<file path="src/design/time_window_bucket_manager_assert.svh">
// Assertion macros for the time window bucket manager.
// Used by the top level; expects clk and rst_n in scope.
`ifndef TIME_WINDOW_BUCKET_MANAGER_ASSERT_SVH
`define TIME_WINDOW_BUCKET_MANAGER_ASSERT_SVH

// same-cycle implication
`define TWBM_ASSERT_IMP(lbl, ante, cons, msg) \
    lbl: assert property (@(posedge clk) disable iff (!rst_n) (ante) |-> (cons)) \
        else $error(msg);

// next-cycle implication
`define TWBM_ASSERT_NEXT(lbl, ante, cons, msg) \
    lbl: assert property (@(posedge clk) disable iff (!rst_n) (ante) |=> (cons)) \
        else $error(msg);

`endif

</file>
<file path="src/design/twbm_pkg.sv">
// Shared types and constants of the time window bucket manager.
// No dependencies; used by every module of the block.
`default_nettype none
package twbm_pkg;

    localparam int TIME_W  = 48;
    localparam int BOUND_W = 49;
    localparam int ID_W    = 16;
    localparam int DROP_W  = 5;
    localparam int IDX_CFG_W = 2;

    localparam logic [TIME_W-1:0] IV_RESET = 48'd3600;

    localparam logic [1:0] CMD_PUT    = 2'd0;
    localparam logic [1:0] CMD_GET    = 2'd1;
    localparam logic [1:0] CMD_DELETE = 2'd2;
    localparam logic [1:0] CMD_MERGE  = 2'd3;

    localparam logic [2:0] ST_OK        = 3'd0;
    localparam logic [2:0] ST_NOT_FOUND = 3'd1;
    localparam logic [2:0] ST_STALE     = 3'd2;
    localparam logic [2:0] ST_CORRUPT   = 3'd3;
    localparam logic [2:0] ST_FULL      = 3'd4;

    localparam logic [IDX_CFG_W-1:0] REG_TTL = 2'd0;
    localparam logic [IDX_CFG_W-1:0] REG_IV  = 2'd1;

    typedef struct packed {
        logic [1:0]        cmd;
        logic [TIME_W-1:0] key_time;
        logic [TIME_W-1:0] cur_time;
        logic              key_bad;
    } req_t;

    typedef struct packed {
        logic [2:0]         status;
        logic [ID_W-1:0]    window_id;
        logic [BOUND_W-1:0] window_bound;
        logic               created;
        logic [DROP_W-1:0]  dropped;
    } rsp_t;

    typedef struct packed {
        logic       latch;
        logic       rd_head;
        logic       rd_ptr;
        logic       pop;
        logic       ptr_from_head;
        logic       step;
        logic       load_hit;
        logic       bound_direct;
        logic       div_start;
        logic       bound_div;
        logic       create;
        logic       out_load;
        logic [2:0] st;
    } ctl_t;

    typedef struct packed {
        logic       req_bad;
        logic [1:0] cmd;
        logic       count_zero;
        logic       count_full;
        logic       drop_hit;
        logic       stale;
        logic       look_hit;
        logic       look_end;
        logic       below_latest;
        logic       div_done;
        logic       out_free;
    } dps_t;

endpackage
`default_nettype wire

</file>
<file path="src/design/twbm_div.sv">
// Bit-serial restoring remainder unit, one quotient bit per cycle.
// Depends on twbm_pkg for widths.
`default_nettype none
module twbm_div (
    input  wire logic                        clk,
    input  wire logic                        rst_n,
    input  wire logic                        start,
    input  wire logic [twbm_pkg::TIME_W-1:0] dividend,
    input  wire logic [twbm_pkg::TIME_W-1:0] divisor,
    output logic                             done,
    output logic [twbm_pkg::TIME_W-1:0]      rem
);
    localparam int CW = $clog2(twbm_pkg::TIME_W + 1);

    logic                        busy_reg, busy_next;
    logic [CW-1:0]               cnt_reg, cnt_next;
    logic [twbm_pkg::TIME_W-1:0] dvd_reg, dvd_next;
    logic [twbm_pkg::TIME_W-1:0] rem_reg, rem_next;
    logic [twbm_pkg::TIME_W:0]   trial;

    always_comb
    begin
        busy_next = busy_reg;
        cnt_next  = cnt_reg;
        dvd_next  = dvd_reg;
        rem_next  = rem_reg;
        trial     = {rem_reg, dvd_reg[twbm_pkg::TIME_W-1]};
        if (start)
        begin
            busy_next = 1'b1;
            cnt_next  = CW'(twbm_pkg::TIME_W);
            dvd_next  = dividend;
            rem_next  = '0;
        end
        else if (busy_reg && cnt_reg != '0)
        begin
            if (trial >= {1'b0, divisor})
                rem_next = twbm_pkg::TIME_W'(trial - {1'b0, divisor});
            else
                rem_next = trial[twbm_pkg::TIME_W-1:0];
            dvd_next = {dvd_reg[twbm_pkg::TIME_W-2:0], 1'b0};
            cnt_next = cnt_reg - CW'(1);
        end
        else if (busy_reg)
        begin
            busy_next = 1'b0;
        end
    end

    always_ff @(posedge clk or negedge rst_n)
    begin
        if (!rst_n)
        begin
            busy_reg <= 1'b0;
            cnt_reg  <= '0;
        end
        else
        begin
            busy_reg <= busy_next;
            cnt_reg  <= cnt_next;
        end
    end

    always_ff @(posedge clk)
    begin
        dvd_reg <= dvd_next;
        rem_reg <= rem_next;
    end

    assign done = busy_reg && (cnt_reg == '0);
    assign rem  = rem_reg;
endmodule
`default_nettype wire

</file>
<file path="src/design/twbm_ctrl.sv">
// Controller state machine: sequences retirement, lookup, creation and response.
// Depends on twbm_pkg for command and status structs.
`default_nettype none
module twbm_ctrl (
    input  wire logic            clk,
    input  wire logic            rst_n,
    input  wire logic            req_valid,
    output logic                 req_ready,
    input  wire twbm_pkg::dps_t  dps,
    output twbm_pkg::ctl_t       ctl
);
    typedef enum logic [9:0] {
        S_IDLE     = 10'b00_0000_0001,
        S_DROP_RD  = 10'b00_0000_0010,
        S_DROP_CHK = 10'b00_0000_0100,
        S_STALE    = 10'b00_0000_1000,
        S_LOOK_RD  = 10'b00_0001_0000,
        S_LOOK_CHK = 10'b00_0010_0000,
        S_MISS     = 10'b00_0100_0000,
        S_DIV      = 10'b00_1000_0000,
        S_CREATE   = 10'b01_0000_0000,
        S_RESP     = 10'b10_0000_0000
    } state_t;

    state_t     state_reg, state_next;
    logic [2:0] st_reg, st_next;

    always_comb
    begin
        state_next = state_reg;
        st_next    = st_reg;
        ctl        = '0;
        ctl.st     = st_reg;
        req_ready  = 1'b0;
        case (state_reg)
            S_IDLE:
            begin
                req_ready = 1'b1;
                if (req_valid)
                begin
                    ctl.latch  = 1'b1;
                    state_next = S_DROP_RD;
                end
            end
            S_DROP_RD:
            begin
                if (dps.req_bad)
                begin
                    st_next    = twbm_pkg::ST_CORRUPT;
                    state_next = S_RESP;
                end
                else if ((dps.cmd == twbm_pkg::CMD_GET) || (dps.cmd == twbm_pkg::CMD_MERGE)
                         || dps.count_zero)
                begin
                    state_next = S_STALE;
                end
                else
                begin
                    ctl.rd_head = 1'b1;
                    state_next  = S_DROP_CHK;
                end
            end
            S_DROP_CHK:
            begin
                if (dps.drop_hit)
                begin
                    ctl.pop    = 1'b1;
                    state_next = S_DROP_RD;
                end
                else
                    state_next = S_STALE;
            end
            S_STALE:
            begin
                if ((dps.cmd != twbm_pkg::CMD_MERGE) && dps.stale)
                begin
                    st_next    = (dps.cmd == twbm_pkg::CMD_PUT) ? twbm_pkg::ST_STALE
                                                                : twbm_pkg::ST_NOT_FOUND;
                    state_next = S_RESP;
                end
                else
                begin
                    ctl.ptr_from_head = 1'b1;
                    state_next        = S_LOOK_RD;
                end
            end
            S_LOOK_RD:
            begin
                if (dps.look_end)
                    state_next = S_MISS;
                else
                begin
                    ctl.rd_ptr = 1'b1;
                    state_next = S_LOOK_CHK;
                end
            end
            S_LOOK_CHK:
            begin
                if (dps.look_hit)
                begin
                    ctl.load_hit = 1'b1;
                    st_next      = twbm_pkg::ST_OK;
                    state_next   = S_RESP;
                end
                else
                begin
                    ctl.step   = 1'b1;
                    state_next = S_LOOK_RD;
                end
            end
            S_MISS:
            begin
                if ((dps.cmd == twbm_pkg::CMD_GET) || (dps.cmd == twbm_pkg::CMD_DELETE))
                begin
                    st_next    = twbm_pkg::ST_NOT_FOUND;
                    state_next = S_RESP;
                end
                else if (dps.count_full)
                begin
                    st_next    = twbm_pkg::ST_FULL;
                    state_next = S_RESP;
                end
                else if (dps.count_zero || dps.below_latest)
                begin
                    ctl.bound_direct = 1'b1;
                    state_next       = S_CREATE;
                end
                else
                begin
                    ctl.div_start = 1'b1;
                    state_next    = S_DIV;
                end
            end
            S_DIV:
            begin
                if (dps.div_done)
                begin
                    ctl.bound_div = 1'b1;
                    state_next    = S_CREATE;
                end
            end
            S_CREATE:
            begin
                ctl.create = 1'b1;
                st_next    = twbm_pkg::ST_OK;
                state_next = S_RESP;
            end
            S_RESP:
            begin
                if (dps.out_free)
                begin
                    ctl.out_load = 1'b1;
                    state_next   = S_IDLE;
                end
            end
            default:
            begin
                state_next = S_IDLE;
            end
        endcase
    end

    always_ff @(posedge clk or negedge rst_n)
    begin
        if (!rst_n)
        begin
            state_reg <= S_IDLE;
            st_reg    <= twbm_pkg::ST_OK;
        end
        else
        begin
            state_reg <= state_next;
            st_reg    <= st_next;
        end
    end
endmodule
`default_nettype wire

</file>
<file path="src/design/twbm_dp.sv">
// Datapath: configuration, window ring memory, ring pointers, result register.
// Depends on twbm_pkg and twbm_div.
`default_nettype none
module twbm_dp #(
    parameter int WINDOWS = 16
) (
    input  wire logic                           clk,
    input  wire logic                           rst_n,
    input  wire twbm_pkg::req_t                 req,
    input  wire logic                           cfg_we,
    input  wire logic [twbm_pkg::IDX_CFG_W-1:0] cfg_index,
    input  wire logic [twbm_pkg::TIME_W-1:0]    cfg_data,
    input  wire twbm_pkg::ctl_t                 ctl,
    output twbm_pkg::dps_t                      dps,
    output logic                                rsp_valid,
    input  wire logic                           rsp_ready,
    output twbm_pkg::rsp_t                      rsp
);
    localparam int IDX_W = $clog2(WINDOWS);
    localparam int CNT_W = $clog2(WINDOWS + 1);
    localparam int TW    = twbm_pkg::TIME_W;
    localparam int BW    = twbm_pkg::BOUND_W;
    localparam int IW    = twbm_pkg::ID_W;
    localparam int DW    = twbm_pkg::DROP_W;

    logic [TW-1:0]    ttl_reg, iv_reg;
    twbm_pkg::req_t   req_reg;
    logic [IDX_W-1:0] head_reg, ptr_reg;
    logic [CNT_W-1:0] count_reg, idx_reg;
    logic [BW-1:0]    latest_reg;
    logic [IW-1:0]    next_id_reg;
    logic [DW-1:0]    dropped_reg;
    logic [IW-1:0]    res_id_reg;
    logic [BW-1:0]    res_bound_reg;
    logic             res_created_reg;
    logic [BW-1:0]    bound_reg;
    logic [BW-1:0]    rd_bound_reg;
    logic [IW-1:0]    rd_id_reg;
    logic             out_valid_reg;
    twbm_pkg::rsp_t   rsp_reg;

    logic [BW-1:0]    mem_bound [WINDOWS];
    logic [IW-1:0]    mem_id    [WINDOWS];

    logic [TW-1:0]    iv;
    logic [IDX_W-1:0] rd_addr;
    logic             div_done;
    logic [TW-1:0]    div_rem;
    logic [TW-1:0]    div_dvd;

    function automatic logic [IDX_W-1:0] wrap_inc(input logic [IDX_W-1:0] x);
        logic [IDX_W-1:0] r;
        if (x == IDX_W'(WINDOWS - 1))
            r = '0;
        else
            r = x + IDX_W'(1);
        return r;
    endfunction

    assign iv      = (iv_reg == '0) ? TW'(1) : iv_reg;
    assign rd_addr = ctl.rd_head ? head_reg : ptr_reg;
    assign div_dvd = req_reg.cur_time - latest_reg[TW-1:0];

    twbm_div u_div (
        .clk      (clk),
        .rst_n    (rst_n),
        .start    (ctl.div_start),
        .dividend (div_dvd),
        .divisor  (iv),
        .done     (div_done),
        .rem      (div_rem)
    );

    always_comb
    begin
        dps.req_bad      = req_reg.key_bad;
        dps.cmd          = req_reg.cmd;
        dps.count_zero   = (count_reg == '0);
        dps.count_full   = (count_reg == CNT_W'(WINDOWS));
        dps.drop_hit     = ({1'b0, rd_bound_reg} + {2'b0, ttl_reg}) <= {2'b0, req_reg.cur_time};
        dps.stale        = (ttl_reg != '0) &&
                           ({1'b0, req_reg.cur_time} >= ({1'b0, req_reg.key_time} + {1'b0, ttl_reg}));
        dps.look_hit     = rd_bound_reg > {1'b0, req_reg.key_time};
        dps.look_end     = (idx_reg == count_reg);
        dps.below_latest = {1'b0, req_reg.cur_time} < latest_reg;
        dps.div_done     = div_done;
        dps.out_free     = !out_valid_reg || rsp_ready;
    end

    always_ff @(posedge clk)
    begin
        if (ctl.create)
        begin
            mem_bound[ptr_reg] <= bound_reg;
            mem_id[ptr_reg]    <= next_id_reg;
        end
        if (ctl.rd_head || ctl.rd_ptr)
        begin
            rd_bound_reg <= mem_bound[rd_addr];
            rd_id_reg    <= mem_id[rd_addr];
        end
    end

    always_ff @(posedge clk)
    begin
        if (ctl.latch)
            req_reg <= req;
        if (ctl.bound_direct)
        begin
            if (count_reg == '0)
                bound_reg <= {1'b0, req_reg.cur_time} + {1'b0, iv};
            else
                bound_reg <= BW'({1'b0, latest_reg} + {2'b0, iv});
        end
        else if (ctl.bound_div)
            bound_reg <= {1'b0, req_reg.cur_time} + {1'b0, iv} - {1'b0, div_rem};
        if (ctl.ptr_from_head)
            ptr_reg <= head_reg;
        else if (ctl.step)
            ptr_reg <= wrap_inc(ptr_reg);
        if (ctl.out_load)
        begin
            rsp_reg.status  <= ctl.st;
            rsp_reg.dropped <= dropped_reg;
            if (ctl.st == twbm_pkg::ST_OK)
            begin
                rsp_reg.window_id    <= res_id_reg;
                rsp_reg.window_bound <= res_bound_reg;
                rsp_reg.created      <= res_created_reg;
            end
            else
            begin
                rsp_reg.window_id    <= '0;
                rsp_reg.window_bound <= '0;
                rsp_reg.created      <= 1'b0;
            end
        end
    end

    always_ff @(posedge clk or negedge rst_n)
    begin
        if (!rst_n)
        begin
            ttl_reg         <= '0;
            iv_reg          <= twbm_pkg::IV_RESET;
            head_reg        <= '0;
            count_reg       <= '0;
            idx_reg         <= '0;
            latest_reg      <= '0;
            next_id_reg     <= '0;
            dropped_reg     <= '0;
            res_id_reg      <= '0;
            res_bound_reg   <= '0;
            res_created_reg <= 1'b0;
            out_valid_reg   <= 1'b0;
        end
        else
        begin
            if (cfg_we)
            begin
                case (cfg_index)
                    twbm_pkg::REG_TTL: ttl_reg <= cfg_data;
                    twbm_pkg::REG_IV:  iv_reg  <= cfg_data;
                    default: ;
                endcase
            end
            if (ctl.latch)
            begin
                dropped_reg     <= '0;
                res_id_reg      <= '0;
                res_bound_reg   <= '0;
                res_created_reg <= 1'b0;
            end
            if (ctl.pop)
            begin
                head_reg    <= wrap_inc(head_reg);
                count_reg   <= count_reg - CNT_W'(1);
                dropped_reg <= dropped_reg + DW'(1);
            end
            if (ctl.ptr_from_head)
                idx_reg <= '0;
            else if (ctl.step)
                idx_reg <= idx_reg + CNT_W'(1);
            if (ctl.load_hit)
            begin
                res_id_reg    <= rd_id_reg;
                res_bound_reg <= rd_bound_reg;
            end
            if (ctl.create)
            begin
                count_reg       <= count_reg + CNT_W'(1);
                latest_reg      <= bound_reg;
                next_id_reg     <= next_id_reg + IW'(1);
                res_id_reg      <= next_id_reg;
                res_bound_reg   <= bound_reg;
                res_created_reg <= 1'b1;
            end
            if (ctl.out_load)
                out_valid_reg <= 1'b1;
            else if (rsp_ready)
                out_valid_reg <= 1'b0;
        end
    end

    assign rsp_valid = out_valid_reg;
    assign rsp       = rsp_reg;
endmodule
`default_nettype wire

</file>
<file path="src/design/time_window_bucket_manager.sv">
// Top level of the time window bucket manager: controller plus datapath.
// Depends on twbm_pkg, twbm_ctrl, twbm_dp and the assertion macro header.
//
// Usage:
//   req (valid/ready) carries one request; rsp (valid/ready) returns one result.
//   cfg_we writes ttl (index 0) or window_interval (index 1) from cfg_data;
//   write only while no request is in flight. Other indexes are ignored.
//   One request is worked at a time; req_ready is high only when idle.
//   From transfer to rsp_valid a request passes dispatch, the stale check
//   and the response; put and delete add a head read and check per window
//   dropped and one for a head that is kept, and each ring entry compared
//   is read and checked. A miss adds the end of scan and a decision, a new
//   window its creation, and a division, one bit per cycle, when the bound
//   needs the remainder of (cur_time - latest) by window_interval. A new
//   request can be taken in the cycle after the result is loaded.
//   The result waits in an output register; a new request is taken while
//   it is held, and a stalled receiver holds the next result in the
//   controller until the register frees.
//   Reset empties the ring, zeroes next id and latest bound, restores
//   ttl to 0 and window_interval to 3600. The ring memory is not cleared.
`default_nettype none
`include "time_window_bucket_manager_assert.svh"
module time_window_bucket_manager #(
    parameter int WINDOWS = 16
) (
    input  wire logic                           clk,
    input  wire logic                           rst_n,
    input  wire logic                           req_valid,
    output logic                                req_ready,
    input  wire twbm_pkg::req_t                 req,
    output logic                                rsp_valid,
    input  wire logic                           rsp_ready,
    output twbm_pkg::rsp_t                      rsp,
    input  wire logic                           cfg_we,
    input  wire logic [twbm_pkg::IDX_CFG_W-1:0] cfg_index,
    input  wire logic [twbm_pkg::TIME_W-1:0]    cfg_data
);
    twbm_pkg::ctl_t ctl;
    twbm_pkg::dps_t dps;

    twbm_ctrl u_ctrl (
        .clk       (clk),
        .rst_n     (rst_n),
        .req_valid (req_valid),
        .req_ready (req_ready),
        .dps       (dps),
        .ctl       (ctl)
    );

    twbm_dp #(
        .WINDOWS (WINDOWS)
    ) u_dp (
        .clk       (clk),
        .rst_n     (rst_n),
        .req       (req),
        .cfg_we    (cfg_we),
        .cfg_index (cfg_index),
        .cfg_data  (cfg_data),
        .ctl       (ctl),
        .dps       (dps),
        .rsp_valid (rsp_valid),
        .rsp_ready (rsp_ready),
        .rsp       (rsp)
    );

    `TWBM_ASSERT_NEXT(a_one_at_a_time, req_valid && req_ready, !req_ready, "request taken while busy")
    `TWBM_ASSERT_IMP(a_no_overfill, ctl.create, !dps.count_full, "window created in full ring")
    `TWBM_ASSERT_IMP(a_out_free, ctl.out_load, dps.out_free, "result overwrote pending result")
endmodule
`default_nettype wire
</file>
<file path="config.mk">
export PLATFORM = sky130hd
export DESIGN_NAME = time_window_bucket_manager
export DESIGN_NICKNAME = d
export VERILOG_FILES = /design/src/design/twbm_pkg.sv /design/src/design/twbm_div.sv /design/src/design/twbm_ctrl.sv /design/src/design/twbm_dp.sv /design/src/design/time_window_bucket_manager.sv
export VERILOG_INCLUDE_DIRS = /design/src /design/src/design
export SDC_FILE = /design/constraint.sdc
export NUM_CORES = 2
export LEC_CHECK = 0
export BUFFER_PORTS_ARGS = -buffer_cell sky130_fd_sc_hd__buf_2
export CORE_ASPECT_RATIO = 0.75
export CORE_MARGIN = 8
export CORE_UTILIZATION = 54
export CTS_CLUSTER_DIAMETER = 60
export DETAILED_ROUTE_END_ITERATION = 12
export GPL_ROUTABILITY_DRIVEN = 0
export GPL_TIMING_DRIVEN = 0
export PLACE_DENSITY = 0.75
export SYNTH_ARGS = -nofsm -noshare
export SYNTH_HDL_FRONTEND = slang
export SYNTH_SLANG_ARGS = --single-unit
</file>
<file path="constraint.sdc">
create_clock -name clk -period 12.8 [get_ports clk]
set_clock_uncertainty 0.1 [all_clocks]
set_input_delay 1.92 -clock clk [delete_from_list [all_inputs] [get_ports clk]]
set_output_delay 1.92 -clock clk [all_outputs]
set_load 0.02 [all_outputs]
</file>
==> flow_summary.toml <==
[sta]
fin_crit_ns = 10.16
rsz0062_at_grt = "false"
slew_violations = 46
worst_slew_pin_slew_ns = 1.58
layout_setup_ws_ns = 2.64
hold_violations = 0
setup_violations = 0
finalCritPeriodShare_pct = 79.3
relSlewSlack_pct = -5.31
worst_hold_slack_ns = 0.365
fmax_mhz = 98.5

[power]
p_leak_nw = 37.8
power.switching_mw = 5.53
p_comb_share_pct = 30.1
seqPwrFrac_pct = 39.3
cellPowerDensity_nw_per_um2 = 167
sw_frac_of_total_pct = 33.5
ir_worst_vdd_mv = 0.148
clkPwrFrac_pct = 30.7
p_int_mw = 11.0

[run_status]
status = "complete, but fails checks"
violations = "capacitance limit, slew limit"

[placement]
post-place-cells = 10400
placed_area_um2 = 93200
dp_hpwl_mm = 220
post-place-ws_ns = 3.52
portBuffers = 229

[yosys]
async_flop_share_pct = 15.8
synth_top_cell_area_share_pct = 47.0
synth_top_cells_by_area = "edfxtp_1, dfrtp_1, ha_1"
synth_top_area_cell = "edfxtp_1"
synth-seq-cells = 1694
synth_warnings = 0
syn_avg_cell_area_um2 = 11.1
synth_edf_count = 1379
syn-instance-count = 7907
syn-num-nets = 8565
synth_flop_cell = "edfxtp_1"
syn_area_um2 = 88000
seq_area_frac_synth_pct = 55.7
ys_types = 89

[critical_path]
crit_type = "reg -> reg"
crit_path_max_fanout = 7
endpoint_kind = "register"
required_ns = 13.17
ff2ff_path_depth = 27
worstSetupStartpointType = "register"
critical_path_arrival_ns = 10.53

[global_routing]
grt_pass1_wl_mm = 421
antenna_found_initial = 20
grt.total_usage_pct = 32.0
grt_overflow = 0
grt_pass1_vias = 64700
grt_max_degree = 106

[floorplan]
rows = 128
start_util_pct = 54.3
die_area_um2 = 176000
die_y_um = 366
die_w_um = 482
io_pins = 230
coreArea_um2 = 162000

[route]
ant_nets = 0
drc = 0
avgRoutedWirePerCell_um = 27.3
drtPass1Iterations = 9
vias = 70000
drt-initial-drc-count = 11700
wl_mm = 292
vias_per_cell = 6.54

[hold_path]
min_path_type = "reg -> reg"
hold_depth = 2

[clock_network]
numClockSinks = 1694
cts_max_path_buffers = 3
cts_tree = "yes"
clkLatencyLatePin_ns = 0.82
cts-hold-fix-buffers = 0
cts_resized = 0
cts_max_level = 4
cts_inserted_buffers = 164
postCtsSetupBuffers = 0
clk_pin_slew_ns = 0.07
root_buffer = "clkbuf_16"

[cells_and_area]
largest_reg_flops = 784
stdcell_count = 10700
layout_commonest_cell = "edfxtp_1"
areaGrowthSynthToFinish_pct = 12.3
drive_gt1_share_pct = 9.84
num-nets-final = 9056
final_cell_mix = "edfxtp_1, nand2_1, a21oi_1"
final_util_pct = 61.0
final_cell_area_um2 = 98900

[job]
maxCapViolations = 5
worst paths after layout:
check	slack, ns	start	to
worst max-delay path	2.64	u_dp.iv_reg[42]	u_dp.bound_reg[48]
worst max register to register	2.64	u_dp.iv_reg[42]	u_dp.bound_reg[48]
worst min register to register	0.36	u_dp.res_id_reg[3]	u_dp.res_id_reg[3]
max in group asynchronous	10.49	rst_n	u_dp.res_bound_reg[7]
worst min-delay path	0.36	u_dp.res_id_reg[3]	u_dp.res_id_reg[3]
min in group asynchronous	1.01	rst_n	u_dp.iv_reg[37]
cell type report:
class,instances,area [um^2]
Clock buffer,215,4620
Tap cell,2145,2680
Clock inverter,88,938
Antenna cell,17,42.5
Buffer,453,1790
Inverter,346,1300
Sequential cell,1694,49100
Multi-Input combinational cell,5414,36100
Fill cell,12600,63200
Timing Repair Buffer,325,2340
Yosys cell counts, drive strengths merged, types with 11 or more instances:
cell	instances
a211oi	400
a21o	243
a21oi	562
a221oi	21
a22oi	17
a311oi	155
a31o	13
a31oi	178
and2	347
and3	43
and4	14
buf	74
clkbuf	379
dfrtp	262
dfxtp	48
edfxtp	1379
ha	496
inv	345
mux2	110
mux2i	12
nand2	1071
nand2b	62
nand3	146
nand3b	11
nand4	97
nor2	226
nor2b	65
nor3	64
nor3b	16
nor4	53
o211ai	40
o21a	41
o21ai	330
o21bai	51
o31a	16
o31ai	25
or2	13
or3	24
xnor2	191
xor2	138
critical path, stage by stage (launching register included):
cell	delay (ns)
dfrtp_1	0.47
nor4_1	1.06
nand4_1	0.64
o31ai_1	1.07
ha_1	0.35
inv_1	0.07
fa_1	0.39
nor2b_1	0.19
o31a_1	0.24
o21ai_1	0.16
nand3b_1	0.19
o2111ai_1	0.12
nand2_1	0.16
a21oi_1	0.15
xnor2_1	0.18
ha_1	0.41
nand3_1	0.22
nor4_1	0.48
o2111ai_1	0.25
nand3_1	0.38
a21oi_1	0.29
o21ai_0	0.27
a21oi_1	0.18
o31a_1	0.38
nor3_1	0.24
o22ai_1	0.16
xnor2_1	0.15
a221oi_1	0.85
through the flow:
stage / TNS (ns) / total power [mW]
final: 0 / 16.5
after global placement: -816.13 / 11.1
after detailed placement: 0 / 11.3
after floorplan: 0 / 9.89
after global routing: 0 / 17.1
after CTS: 0 / 16.3
kinds of logic after synthesis:
group | share of synthesized area [%]
multiplexers | 1.54
adder cells (fa/ha/maj) | 7.23
AND/OR/NAND/NOR | 12.3
AO/OA/AOI/OAI | 16.5
buffers and inverters | 3.50
XOR/XNOR | 3.27
flip-flops | 55.7
routing by layer:
layer  vias up  routed length, um  track usage, %
li1      30400                  -               -
met1     33700             117000            45.8
met2      5094             113000            42.0
met3       793              46800            13.3
met4         6              15500            14.3
met5         -                115           0.299
power groups by stage:
| stage | Sequential, mW | Combinational, mW | Clock (mW) |
|---|---|---|---|
| 5_1_grt | 6.47 | 5.37 | 5.29 |
| 4_1_cts | 6.46 | 4.75 | 5.08 |
| 3_5_place_dp | 6.58 | 4.70 | 0 |
| 2_1_floorplan | 6.41 | 3.48 | 0 |
| 6_report | 6.49 | 4.97 | 5.07 |
| 3_3_place_gp | 6.60 | 4.54 | 0 |
Power figures use the tool's default switching activity.
